## config.mk

```make
export PLATFORM = sky130hd
export DESIGN_NAME = ga_generation_termination_monitor_unit
export DESIGN_NICKNAME = d
export VERILOG_FILES = /design/src/rtl/gtm_pkg.sv /design/src/rtl/ga_generation_termination_monitor_unit.sv /design/src/rtl/gtm_front.sv /design/src/rtl/gtm_queue.sv /design/src/rtl/gtm_back.sv
export SDC_FILE = /design/constraint.sdc
export NUM_CORES = 2
export LEC_CHECK = 0
export ABC_AREA = 0
export ABC_CLOCK_PERIOD_IN_PS = 11350
export BUFFER_PORTS_ARGS = -buffer_cell sky130_fd_sc_hd__buf_4
export CAP_MARGIN = 20
export CORE_MARGIN = 4
export CORE_UTILIZATION = 40
export CTS_CLUSTER_DIAMETER = 150
export CTS_CLUSTER_SIZE = 14
export DETAILED_ROUTE_END_ITERATION = 6
export GPL_TIMING_DRIVEN = 0
export MAX_ROUTING_LAYER = met4
export PLACE_DENSITY = 0.54
export SLEW_MARGIN = 10
export SYNTH_ARGS = -nofsm -noshare
export SYNTH_HDL_FRONTEND = slang
export SYNTH_HIERARCHICAL = 1
export SYNTH_SLANG_ARGS = --single-unit
```

## constraint.sdc

```tcl
create_clock -name clk -period 11.35 [get_ports clk]
set_input_delay 1.135 -clock clk [delete_from_list [all_inputs] [get_ports clk]]
set_output_delay 1.135 -clock clk [all_outputs]
set_load 0.02 [all_outputs]
```

## src/rtl/gtm_pkg.sv

```systemverilog
package gtm_pkg;

  localparam int MAX_POPULATION_DEF = 512;

  localparam int COST_W  = 32;
  localparam int GEN_W   = 20;
  localparam int IDX_W   = 9;
  localparam int STAGE_W = 2;
  localparam int CFG_W   = 33;
  localparam int CFG_IDX_W = 3;

  localparam int POP_W   = 10;
  localparam int SLIM_W  = 11;
  localparam int MSTAG_W = 17;
  localparam int TGT_W   = 33;
  localparam int MGEN_W  = 21;

  localparam int Q_DEPTH = 4;
  localparam int Q_PTR_W = $clog2(Q_DEPTH);
  localparam int Q_CNT_W = $clog2(Q_DEPTH + 1);

  // x / 10 == (x * 0xCCCCD) >> 23 for every 20-bit x
  localparam logic [GEN_W-1:0] DIV10_MUL = 20'hCCCCD;
  localparam int DIV10_SHIFT = 23;

  localparam logic [POP_W-1:0]   POP_SIZE_RST   = 10'd300;
  localparam logic [SLIM_W-1:0]  STAG_LIMIT_RST = 11'd50;

  localparam logic [STAGE_W-1:0] STAGE_ONE = 2'd1;
  localparam logic [STAGE_W-1:0] STAGE_TWO = 2'd2;

  typedef enum logic [CFG_IDX_W-1:0] {
    REG_POP_SIZE        = 3'd0,
    REG_STAG_LIMIT      = 3'd1,
    REG_MAX_STAGNATION  = 3'd2,
    REG_TARGET_COST     = 3'd3,
    REG_MAX_GENERATIONS = 3'd4
  } gtm_reg_idx_t;

  typedef struct packed {
    logic [COST_W-1:0] best;
    logic [IDX_W-1:0]  idx;
    logic [GEN_W-1:0]  gen;
    logic              all_eq;
  } gtm_entry_t;

  typedef struct packed {
    logic [SLIM_W-1:0]         stag_limit;
    logic signed [MSTAG_W-1:0] max_stagnation;
    logic signed [TGT_W-1:0]   target_cost;
    logic signed [MGEN_W-1:0]  max_generations;
  } gtm_limits_t;

endpackage

```

## src/rtl/ga_generation_termination_monitor_unit.sv

```systemverilog
// Generation termination monitor.
// Input channel: one tour cost per population member (in_cost), with the
// generation number (in_generation) sampled on the member that completes the
// generation. An item is taken when in_valid is high and in_stall is low.
// Output channel: one result per completed generation (terminate, stage,
// best index, best cost), taken when out_valid is high and out_stall is low.
// Config: cfg_we writes cfg_data to register cfg_index (0 pop_size,
// 1 stag_limit, 2 max_stagnation, 3 target_cost, 4 max_generations).
// Throughput: one cost item per cycle while in_stall is low. A completed
// generation goes through a record stage and a 4-entry queue to the
// decision stage, which retires one generation per cycle while the output
// register is free. After the generation's last item is taken, its result
// passes the record register and the queue to the output register (out_valid).
// When out_stall holds, finished generations collect in the queue; in_stall
// rises once three of them wait. Reset restores the config registers to defaults
// and clears all accumulators and counters; no clearing pass is needed.
module ga_generation_termination_monitor_unit #(
  parameter int MAX_POPULATION = gtm_pkg::MAX_POPULATION_DEF
) (
  input  logic                            clk,
  input  logic                            rst_n,
  input  logic                            in_valid,
  output logic                            in_stall,
  input  logic [gtm_pkg::COST_W-1:0]      in_cost,
  input  logic [gtm_pkg::GEN_W-1:0]       in_generation,
  output logic                            out_valid,
  input  logic                            out_stall,
  output logic                            out_terminate,
  output logic [gtm_pkg::STAGE_W-1:0]     out_stage,
  output logic [gtm_pkg::IDX_W-1:0]       out_best_index,
  output logic [gtm_pkg::COST_W-1:0]      out_best_cost,
  input  logic                            cfg_we,
  input  logic [gtm_pkg::CFG_IDX_W-1:0]   cfg_index,
  input  logic [gtm_pkg::CFG_W-1:0]       cfg_data
);
  import gtm_pkg::*;

  logic [POP_W-1:0] pop_size_r;
  gtm_limits_t      limits_r;

  logic             push;
  gtm_entry_t       push_entry;
  logic             pop;
  logic             head_valid;
  gtm_entry_t       head_entry;
  logic             almost_full;

  always_ff @(posedge clk) begin
    if (!rst_n) begin
      pop_size_r               <= POP_SIZE_RST;
      limits_r.stag_limit      <= STAG_LIMIT_RST;
      limits_r.max_stagnation  <= '1;
      limits_r.target_cost     <= '1;
      limits_r.max_generations <= '1;
    end else if (cfg_we) begin
      case (cfg_index)
        REG_POP_SIZE:        pop_size_r               <= cfg_data[POP_W-1:0];
        REG_STAG_LIMIT:      limits_r.stag_limit      <= cfg_data[SLIM_W-1:0];
        REG_MAX_STAGNATION:  limits_r.max_stagnation  <= cfg_data[MSTAG_W-1:0];
        REG_TARGET_COST:     limits_r.target_cost     <= cfg_data[TGT_W-1:0];
        REG_MAX_GENERATIONS: limits_r.max_generations <= cfg_data[MGEN_W-1:0];
        default: ;
      endcase
    end
  end

  assign in_stall = almost_full;

  gtm_front #(
    .MAX_POPULATION(MAX_POPULATION)
  ) u_front (
    .clk           (clk),
    .rst_n         (rst_n),
    .in_valid      (in_valid),
    .in_stall      (in_stall),
    .in_cost       (in_cost),
    .in_generation (in_generation),
    .pop_size      (pop_size_r),
    .push          (push),
    .push_entry    (push_entry)
  );

  gtm_queue u_queue (
    .clk         (clk),
    .rst_n       (rst_n),
    .push        (push),
    .push_entry  (push_entry),
    .pop         (pop),
    .head_valid  (head_valid),
    .head_entry  (head_entry),
    .almost_full (almost_full)
  );

  gtm_back u_back (
    .clk            (clk),
    .rst_n          (rst_n),
    .head_valid     (head_valid),
    .head_entry     (head_entry),
    .pop            (pop),
    .limits         (limits_r),
    .out_valid      (out_valid),
    .out_stall      (out_stall),
    .out_terminate  (out_terminate),
    .out_stage      (out_stage),
    .out_best_index (out_best_index),
    .out_best_cost  (out_best_cost)
  );

endmodule

```

## src/rtl/gtm_front.sv

```systemverilog
module gtm_front #(
  parameter int MAX_POPULATION = gtm_pkg::MAX_POPULATION_DEF
) (
  input  logic                        clk,
  input  logic                        rst_n,
  input  logic                        in_valid,
  input  logic                        in_stall,
  input  logic [gtm_pkg::COST_W-1:0]  in_cost,
  input  logic [gtm_pkg::GEN_W-1:0]   in_generation,
  input  logic [gtm_pkg::POP_W-1:0]   pop_size,
  output logic                        push,
  output gtm_pkg::gtm_entry_t         push_entry
);
  import gtm_pkg::*;

  localparam int CNT_W = $clog2(MAX_POPULATION + 1);
  localparam int SUM_W = COST_W + CNT_W;

  logic [CNT_W-1:0]  cnt_r, cnt_nxt;
  logic [SUM_W-1:0]  sum_r, sum_nxt;
  logic [COST_W-1:0] min_r, min_nxt;
  logic [CNT_W-1:0]  idx_r, idx_nxt;

  logic              rec_valid_r, rec_valid_nxt;
  logic [COST_W-1:0] rec_best_r;
  logic [CNT_W-1:0]  rec_idx_r;
  logic [CNT_W-1:0]  rec_cnt_r;
  logic [SUM_W-1:0]  rec_sum_r;
  logic [GEN_W-1:0]  rec_gen_r;

  logic [CNT_W-1:0]  pop_eff;
  logic              accept;
  logic              take;
  logic [COST_W-1:0] upd_min;
  logic [CNT_W-1:0]  upd_idx;
  logic [SUM_W-1:0]  upd_sum;
  logic [CNT_W-1:0]  upd_cnt;
  logic              gen_end;
  logic [SUM_W-1:0]  eq_prod;

  always_comb begin
    if (pop_size == '0) begin
      pop_eff = CNT_W'(1);
    end else if (32'(pop_size) > 32'(MAX_POPULATION)) begin
      pop_eff = CNT_W'(MAX_POPULATION);
    end else begin
      pop_eff = CNT_W'(pop_size);
    end
  end

  assign accept  = in_valid && !in_stall;
  assign take    = (cnt_r == '0) || (in_cost < min_r);
  assign upd_min = take ? in_cost : min_r;
  assign upd_idx = take ? cnt_r : idx_r;
  assign upd_sum = sum_r + SUM_W'(in_cost);
  assign upd_cnt = cnt_r + CNT_W'(1);
  assign gen_end = upd_cnt >= pop_eff;

  always_comb begin
    cnt_nxt       = cnt_r;
    sum_nxt       = sum_r;
    min_nxt       = min_r;
    idx_nxt       = idx_r;
    rec_valid_nxt = 1'b0;
    if (accept) begin
      if (gen_end) begin
        cnt_nxt       = '0;
        sum_nxt       = '0;
        min_nxt       = '0;
        idx_nxt       = '0;
        rec_valid_nxt = 1'b1;
      end else begin
        cnt_nxt = upd_cnt;
        sum_nxt = upd_sum;
        min_nxt = upd_min;
        idx_nxt = upd_idx;
      end
    end
  end

  always_ff @(posedge clk) begin
    if (!rst_n) begin
      cnt_r       <= '0;
      sum_r       <= '0;
      min_r       <= '0;
      idx_r       <= '0;
      rec_valid_r <= 1'b0;
    end else begin
      cnt_r       <= cnt_nxt;
      sum_r       <= sum_nxt;
      min_r       <= min_nxt;
      idx_r       <= idx_nxt;
      rec_valid_r <= rec_valid_nxt;
    end
  end

  always_ff @(posedge clk) begin
    if (accept && gen_end) begin
      rec_best_r <= upd_min;
      rec_idx_r  <= upd_idx;
      rec_cnt_r  <= upd_cnt;
      rec_sum_r  <= upd_sum;
      rec_gen_r  <= in_generation;
    end
  end

  // all costs equal when sum <= count * min
  assign eq_prod = SUM_W'(rec_cnt_r) * SUM_W'(rec_best_r);

  assign push              = rec_valid_r;
  assign push_entry.best   = rec_best_r;
  assign push_entry.idx    = IDX_W'(rec_idx_r);
  assign push_entry.gen    = rec_gen_r;
  assign push_entry.all_eq = rec_sum_r <= eq_prod;

endmodule

```

## src/rtl/gtm_queue.sv

```systemverilog
module gtm_queue (
  input  logic                 clk,
  input  logic                 rst_n,
  input  logic                 push,
  input  gtm_pkg::gtm_entry_t  push_entry,
  input  logic                 pop,
  output logic                 head_valid,
  output gtm_pkg::gtm_entry_t  head_entry,
  output logic                 almost_full
);
  import gtm_pkg::*;

  gtm_entry_t         mem_r [Q_DEPTH];
  logic [Q_PTR_W-1:0] wr_ptr_r, wr_ptr_nxt;
  logic [Q_PTR_W-1:0] rd_ptr_r, rd_ptr_nxt;
  logic [Q_CNT_W-1:0] cnt_r, cnt_nxt;
  logic               do_pop;

  assign head_valid  = cnt_r != '0;
  assign head_entry  = mem_r[rd_ptr_r];
  assign almost_full = cnt_r >= Q_CNT_W'(Q_DEPTH - 1);
  assign do_pop      = pop && head_valid;

  always_comb begin
    wr_ptr_nxt = push ? wr_ptr_r + Q_PTR_W'(1) : wr_ptr_r;
    rd_ptr_nxt = do_pop ? rd_ptr_r + Q_PTR_W'(1) : rd_ptr_r;
    cnt_nxt    = cnt_r + Q_CNT_W'(push) - Q_CNT_W'(do_pop);
  end

  always_ff @(posedge clk) begin
    if (!rst_n) begin
      wr_ptr_r <= '0;
      rd_ptr_r <= '0;
      cnt_r    <= '0;
    end else begin
      wr_ptr_r <= wr_ptr_nxt;
      rd_ptr_r <= rd_ptr_nxt;
      cnt_r    <= cnt_nxt;
    end
  end

  always_ff @(posedge clk) begin
    if (push) begin
      mem_r[wr_ptr_r] <= push_entry;
    end
  end

endmodule

```

## src/rtl/gtm_back.sv

```systemverilog
module gtm_back (
  input  logic                           clk,
  input  logic                           rst_n,
  input  logic                           head_valid,
  input  gtm_pkg::gtm_entry_t            head_entry,
  output logic                           pop,
  input  gtm_pkg::gtm_limits_t           limits,
  output logic                           out_valid,
  input  logic                           out_stall,
  output logic                           out_terminate,
  output logic [gtm_pkg::STAGE_W-1:0]    out_stage,
  output logic [gtm_pkg::IDX_W-1:0]      out_best_index,
  output logic [gtm_pkg::COST_W-1:0]     out_best_cost
);
  import gtm_pkg::*;

  localparam int PROD_W = 2 * GEN_W;
  localparam logic [GEN_W-1:0] CNT_MAX = '1;

  logic [COST_W-1:0]  prev_best_r, prev_best_nxt;
  logic [GEN_W-1:0]   stall_r, stall_nxt;
  logic [GEN_W-1:0]   dyn_r, dyn_nxt;
  logic [STAGE_W-1:0] stage_r, stage_nxt;
  logic [GEN_W-1:0]   s2gen_r, s2gen_nxt;
  logic [GEN_W-1:0]   gstag_r, gstag_nxt;
  logic [COST_W-1:0]  gbest_r, gbest_nxt;
  logic               ov_r, ov_nxt;
  logic               term_r, term_nxt;
  logic [IDX_W-1:0]   idx_r;
  logic [COST_W-1:0]  best_r;

  logic [GEN_W-1:0]   stall_upd;
  logic [GEN_W-1:0]   span;
  logic [PROD_W-1:0]  div_prod;
  logic [GEN_W-1:0]   span_div10;
  logic               hit_stag;
  logic               hit_target;
  logic               hit_gen;

  assign pop = head_valid && (!ov_r || !out_stall);

  assign stall_upd = (head_entry.best < prev_best_r) ? '0 :
                     (stall_r == CNT_MAX) ? CNT_MAX : stall_r + GEN_W'(1);

  always_comb begin
    if (head_entry.best < gbest_r) begin
      gstag_nxt = '0;
      gbest_nxt = head_entry.best;
    end else begin
      gstag_nxt = (gstag_r == CNT_MAX) ? CNT_MAX : gstag_r + GEN_W'(1);
      gbest_nxt = gbest_r;
    end
  end

  assign span       = (stage_r == STAGE_ONE) ? head_entry.gen : head_entry.gen - s2gen_r;
  assign div_prod   = PROD_W'(span) * PROD_W'(DIV10_MUL);
  assign span_div10 = GEN_W'(div_prod >> DIV10_SHIFT);

  assign hit_stag = (limits.max_stagnation != '1) &&
                    ($signed({1'b0, gstag_nxt}) >=
                     $signed({{(GEN_W + 1 - MSTAG_W){limits.max_stagnation[MSTAG_W-1]}},
                              limits.max_stagnation}));
  assign hit_target = (limits.target_cost != '1) &&
                      ($signed({2'b00, head_entry.best}) <=
                       $signed({limits.target_cost[TGT_W-1], limits.target_cost}));
  assign hit_gen = (limits.max_generations != '1) &&
                   ($signed({1'b0, head_entry.gen}) >= limits.max_generations);

  always_comb begin
    prev_best_nxt = prev_best_r;
    stall_nxt     = stall_r;
    dyn_nxt       = dyn_r;
    stage_nxt     = stage_r;
    s2gen_nxt     = s2gen_r;
    term_nxt      = term_r;
    ov_nxt        = ov_r && out_stall;
    if (pop) begin
      ov_nxt        = 1'b1;
      prev_best_nxt = head_entry.best;
      stall_nxt     = stall_upd;
      term_nxt      = 1'b0;
      if (hit_stag || hit_target || hit_gen || head_entry.all_eq) begin
        term_nxt = 1'b1;
      end else if (stall_upd == GEN_W'(limits.stag_limit) && dyn_r == '0) begin
        dyn_nxt = span_div10;
      end else if (dyn_r != '0 && dyn_r <= stall_upd) begin
        if (stage_r == STAGE_ONE) begin
          stall_nxt = '0;
          dyn_nxt   = '0;
          s2gen_nxt = head_entry.gen;
          stage_nxt = STAGE_TWO;
        end else begin
          term_nxt = 1'b1;
        end
      end
    end
  end

  always_ff @(posedge clk) begin
    if (!rst_n) begin
      prev_best_r <= '1;
      stall_r     <= '0;
      dyn_r       <= '0;
      stage_r     <= STAGE_ONE;
      s2gen_r     <= '0;
      gstag_r     <= '0;
      gbest_r     <= '1;
      ov_r        <= 1'b0;
      term_r      <= 1'b0;
    end else begin
      prev_best_r <= prev_best_nxt;
      stall_r     <= stall_nxt;
      dyn_r       <= dyn_nxt;
      stage_r     <= stage_nxt;
      s2gen_r     <= s2gen_nxt;
      if (pop) begin
        gstag_r <= gstag_nxt;
        gbest_r <= gbest_nxt;
      end
      ov_r        <= ov_nxt;
      term_r      <= term_nxt;
    end
  end

  always_ff @(posedge clk) begin
    if (pop) begin
      idx_r  <= head_entry.idx;
      best_r <= head_entry.best;
    end
  end

  assign out_valid      = ov_r;
  assign out_terminate  = term_r;
  assign out_stage      = stage_r;
  assign out_best_index = idx_r;
  assign out_best_cost  = best_r;

endmodule

```

* Yosys cells after proc, flatten, opt, wreduce, memory -nomap -nowiden
Memories as Yosys holds them, arrays and structs flattened. A register that Yosys moved wholly into a read port is not among the register bits. Cells that the tools add are included.
Storage, ports and cells: register bits 496, RAM bits 248, output and inout bits 46, logic and storage cells 130, memories 1
Operators by class: add/sub/neg operators 9, multipliers 2, $lt $le $gt $ge 11, equal/unequal tests 11, mux-type cells 30, bitwise gates (word level) 2, reductions and logical operators 35
Memories:
- u_queue.mem_r | words 4, bits a word 62, read ports 1, clocked after memory_dff 1, write ports 1, RTL line gtm_queue.sv:13 | gtm_entry_t mem_r [Q_DEPTH];
Operators with widths (number):
- 20-bit 2-to-1 mux | 12
- 32-bit < comparator | 3
- 32-bit 2-to-1 mux | 2
- 10-bit 2-to-1 mux | 5
- 42-bit by 32-bit adder with 42-bit output | 1
- 42-bit less-or-equal comparator | 1
- 10-bit by 32-bit multiplier with 42-bit output | 1
- 42-bit 2-to-1 mux | 1
- 20-bit by 1-bit adder with 20-bit output (second input constant) | 2
- 20-bit == test (second input constant) | 2
- 20-bit by 20-bit multiplier with 40-bit output (second input constant) | 1
- 33-bit less-or-equal comparator | 1
- 33-bit != test (second input constant) | 1
- 21-bit by 17-bit >= comparator with 1-bit output | 1
- 21-bit >= comparator | 1
- 21-bit != test (second input constant) | 1
- 20-bit by 11-bit == test with 1-bit output | 1
- 20-bit less-or-equal comparator | 1
- 10-bit logical NOT | 2
- 20-bit logical NOT | 1
- 20-bit nonzero test | 1
- 20-bit subtractor | 1
- 17-bit != test (second input constant) | 1
- 2-bit AND reduction | 7
- other kinds (22) | 49

* Longest topological paths before layout
depth after elaboration 10, depth in mapped cells 40

* Modules after synthesis
The synthesis kept the hierarchy.
Modules (own cells, without submodules):
- gtm_front | instances 1, cells an instance 2158, area an instance 20727.4 um^2
- gtm_back | instances 1, cells an instance 2284, area an instance 20176.9 um^2
- gtm_queue | instances 1, cells an instance 372, area an instance 9495.4 um^2
- ga_generation_termination_monitor_unit | instances 1, cells an instance 353, area an instance 3767.4 um^2

* Least setup slack after synthesis
Ideal clock, no wire load.
kind reg2reg, start register (tool-made name), end register u_back.dyn_r[13], library setup time 0.119 ns, data arrival time 8.573 ns, required time 11.231 ns, path slack 2.658 ns, stages on the path, launching flop included 37, path buffers 2, clock period less this slack 8.692 ns, path through dfxtp_1 -> buf_6 -> buf_12 -> mux4_2 -> ha_1 -> nor2b_1 -> o31a_1 -> o41a_1 -> a31oi_2 -> o21ai_0 -> a21oi_1 -> xnor2_1 -> nor2_1 -> or2_2 -> inv_1 -> ha_1 -> fa_1 -> ha_1 -> inv_1 -> fa_1 -> inv_1 -> fa_1 -> fa_1 -> inv_1 -> fa_1 -> inv_1 -> ha_1 -> a211oi_1 -> o21ai_0 -> a211o_1 -> a21oi_1 -> o21ai_0 -> a21o_1 -> a21o_1 -> a21oi_1 -> xor2_1 -> o2bb2ai_1
RTL lines:
- to (signal assigned) | RTL line gtm_back.sv:113 | dyn_r <= dyn_nxt;
- to (decl) | RTL line gtm_back.sv:22 | logic [GEN_W-1:0] dyn_r, dyn_nxt;

==> impl_metrics.py <==
metrics = {
    "outcome": {
        "status": "completed",
    },
    "finish": {
        "drive_gt1_frac": 0.0721,
        "final_common_cell": "inv_1",
        "fillers": 12800,
        "syn2layout_area_growth_pct": 9.65,
        "final_cell_area_um2": 59400,
        "multiInputGateArea_um2": 31800,
        "fin_cells": 7191,
        "final_cell_mix": "inv_1, ha_1, nand2_1",
        "ff_latch_area_um2": 18900,
        "nets": 6411,
    },
    "logic_synthesis": {
        "synth_nets": 6203,
        "synth-seq-cells": 742,
        "yosysSeqAreaShare": 0.349,
        "syn_inst": 5167,
        "synth_area_per_cell_um2": 10.5,
        "yosysTopAreaCell": "edfxtp_1",
        "synth_top_area_frac": 0.223,
        "yosys_warnings": 6,
        "ys.flop_type": "edfxtp_1",
        "ys_async_sr_fraction": 0,
        "synth-edff-count": 402,
        "synth.distinct_cells": 108,
        "syn_area_um2": 54200,
        "synth.area.top_cells": "edfxtp_1, fa_1, ha_1",
    },
    "grt": {
        "gr-total-overflow": 0,
        "grt_pass1_wl_um": 237000,
        "grt_usage": 0.224,
        "antenna_found_initial": 2,
        "grt_pass1_vias": 38700,
        "grt_max_degree": 50,
    },
    "critical_path": {
        "crit_fanout": 10,
        "critPathCaptureType": "flop",
        "cp.arrival_ns": 11.07,
        "worst_path_most_repeated_cell": "ha_1",
        "startpoint_type": "flop",
        "cp.required_ns": 11.91,
        "crit_slowest_cell": "o21ai_0",
        "critPathMaxStageDelay_ns": 0.73,
        "worstSetupPathType": "reg2reg",
    },
    "pwr": {
        "ir_drop_mv": 0.125,
        "power_density_nw_per_um2": 90.7,
        "cellLeakagePower_nw": 26.7,
        "total_power_w": 0.00539,
    },
    "cts": {
        "cts.repair.resized": 0,
        "htree_levels": 2,
        "cts_max_path_buffers": 3,
        "clk_latency_ns": 0.72,
        "cts_tree": "yes",
        "cts_root_buffer": "clkbuf_16",
        "clock-sinks": 742,
        "cts_buffers": 59,
        "postCtsSetupBuffers": 0,
        "cts_hold_buf": 0,
        "cts.clk_slew.worst_paths_ns": 0.07,
    },
    "routing": {
        "drt_iter0_markers": 2483,
        "ant_nets": 0,
        "vias": 38300,
        "firstDrtPassIters": 7,
        "wl_um": 155000,
        "drc": 0,
        "vias_per_cell": 5.33,
        "routedWlPerCell_um": 21.5,
    },
    "sta": {
        "drv_slew": 0,
        "rsz0062_at_grt": "false",
        "fin_crit_sh": 0.926,
        "finalHoldViolCount": 0,
        "fin_crit_ns": 10.51,
        "setup_viol": 0,
        "max-slew-margin-rel": 0.339,
        "fmax_ghz": 0.0951,
        "skew_ns": 0.0559,
        "worst_pin_slew_ns": 0.982,
        "tns_ns": 0,
    },
    "floorplanning": {
        "coreArea_um2": 134000,
        "die_x_um": 376,
        "die_area_um2": 141000,
        "start_util": 0.404,
        "io-pin-count": 139,
        "row_count": 134,
        "die_h_um": 376,
    },
    "min_path": {
        "hold_class": "reg2reg",
    },
    "placed_design": {
        "placed_area_um2": 57700,
        "portBuffers": 138,
        "place_hpwl_um": 123000,
        "dp_cells": 7082,
        "place_congestion": 0.925,
    },
    "job": {
        "cap_violations": 0,
    },
}
state kept, by name, summed over array words and instances (netlist names), 10 cells and up, named ones only:
signal	cells
u_back/gbest_r	32
u_back/dyn_r	17
u_front/sum_r	42
u_front/rec_sum_r	42
u_back/prev_best_r	32
u_back/out_best_cost	32
u_front/rec_best_r	32
u_back/gstag_r	20
u_front/rec_cnt_r	10
u_back/stall_r	20
pop_size_r	10
u_front/rec_gen_r	20
limits_r	82
u_front/cnt_r	10
u_back/s2gen_r	20
u_front/min_r	32
u_queue/mem_r	248
per-layer routing:
metal / wire length [um] / global-route usage / up-vias
met1: 71900 / 0.304 / 19000
li1: - / - / 18300
met5: 0 / - / -
met3: 6810 / 0.0289 / 150
met4: 3340 / 0.0459 / 0
met2: 72800 / 0.362 / 835
cell type report:
class | instances | share of cell area
clock inverters | 5 | 0.00145
repair buffers | 147 | 0.0211
plain buffers | 236 | 0.0187
inverters | 636 | 0.0402
diodes | 2 | 0.0000843
flip-flops and latches | 742 | 0.318
well taps | 1768 | 0.0372
clock buffers | 102 | 0.0277
multi-input cells | 3553 | 0.536
kinds of logic (layout without fill, tap and decap cells):
| kind of cell | Yosys count | count (layout) | synth area share |
|---|---|---|---|
| xor+xnor | 173 | 173 | 0.0280 |
| other cells | 0 | 2 | 0 |
| mux | 194 | 194 | 0.0506 |
| flops | 742 | 742 | 0.349 |
| simple gates | 1341 | 1341 | 0.127 |
| compound gates | 902 | 902 | 0.112 |
| fa+ha+maj | 943 | 943 | 0.269 |
| buf+inv | 872 | 1126 | 0.0645 |
stage by stage:
step	setup WS, ns	util	hold WS, ns
after detailed placement	0.872	0.430	0.450
after floorplan	2.66	-	0.436
final	0.837	0.443	0.458
after global placement	-0.634	0.429	0.442
after global routing	0.414	0.443	0.478
after CTS	0.813	0.443	0.459
synthesized netlist by cell type (all sizes together) (38+ instances only):
| master | instances |
|---|---|
| nor3 | 45 |
| a22o | 53 |
| dfxtp | 340 |
| a21o | 129 |
| fa | 372 |
| buf | 65 |
| nand2 | 436 |
| xnor2 | 87 |
| nor2b | 154 |
| and2 | 213 |
| nand3 | 156 |
| nand4 | 69 |
| o21ai | 160 |
| xor2 | 86 |
| ha | 571 |
| o211ai | 49 |
| mux2i | 119 |
| a21oi | 250 |
| nor2 | 131 |
| mux4 | 62 |
| a31oi | 38 |
| inv | 634 |
| clkbuf | 171 |
| edfxtp | 402 |
report_power, final:
group / switching, W / internal, W / leakage [nW] / total, W
registers: 0.0000244 / 0.00286 / 6.38 / 0.00288
logic: 0.000300 / 0.000183 / 19.5 / 0.000483
clock network: 0.00103 / 0.000991 / 0.825 / 0.00202
worst max-delay path: cells and delay by family, from the launching register on:
family	cells	cell delay (ns)
AO/OA/AOI/OAI	16	4.14
XOR/XNOR	3	0.49
adder cells (fa/ha/maj)	9	3.67
buffers and inverters	6	1.14
flip-flops	1	0.31
multiplexers	1	0.49
AND/OR/NAND/NOR	1	0.14
final timing paths:
check                                start                            end  slack, ns  cells past startpoint
max                                   flop  u_back/dyn_r[13]$_SDFFE_PN0P_       0.84                     36
min          u_front/sum_r[2]$_SDFFE_PN0P_  u_front/sum_r[2]$_SDFFE_PN0P_       0.46                      2
max reg2reg                           flop  u_back/dyn_r[13]$_SDFFE_PN0P_       0.84                     36
min reg2reg  u_front/sum_r[2]$_SDFFE_PN0P_  u_front/sum_r[2]$_SDFFE_PN0P_       0.46                      2
Note: power is estimated with default switching activity, not from simulation.
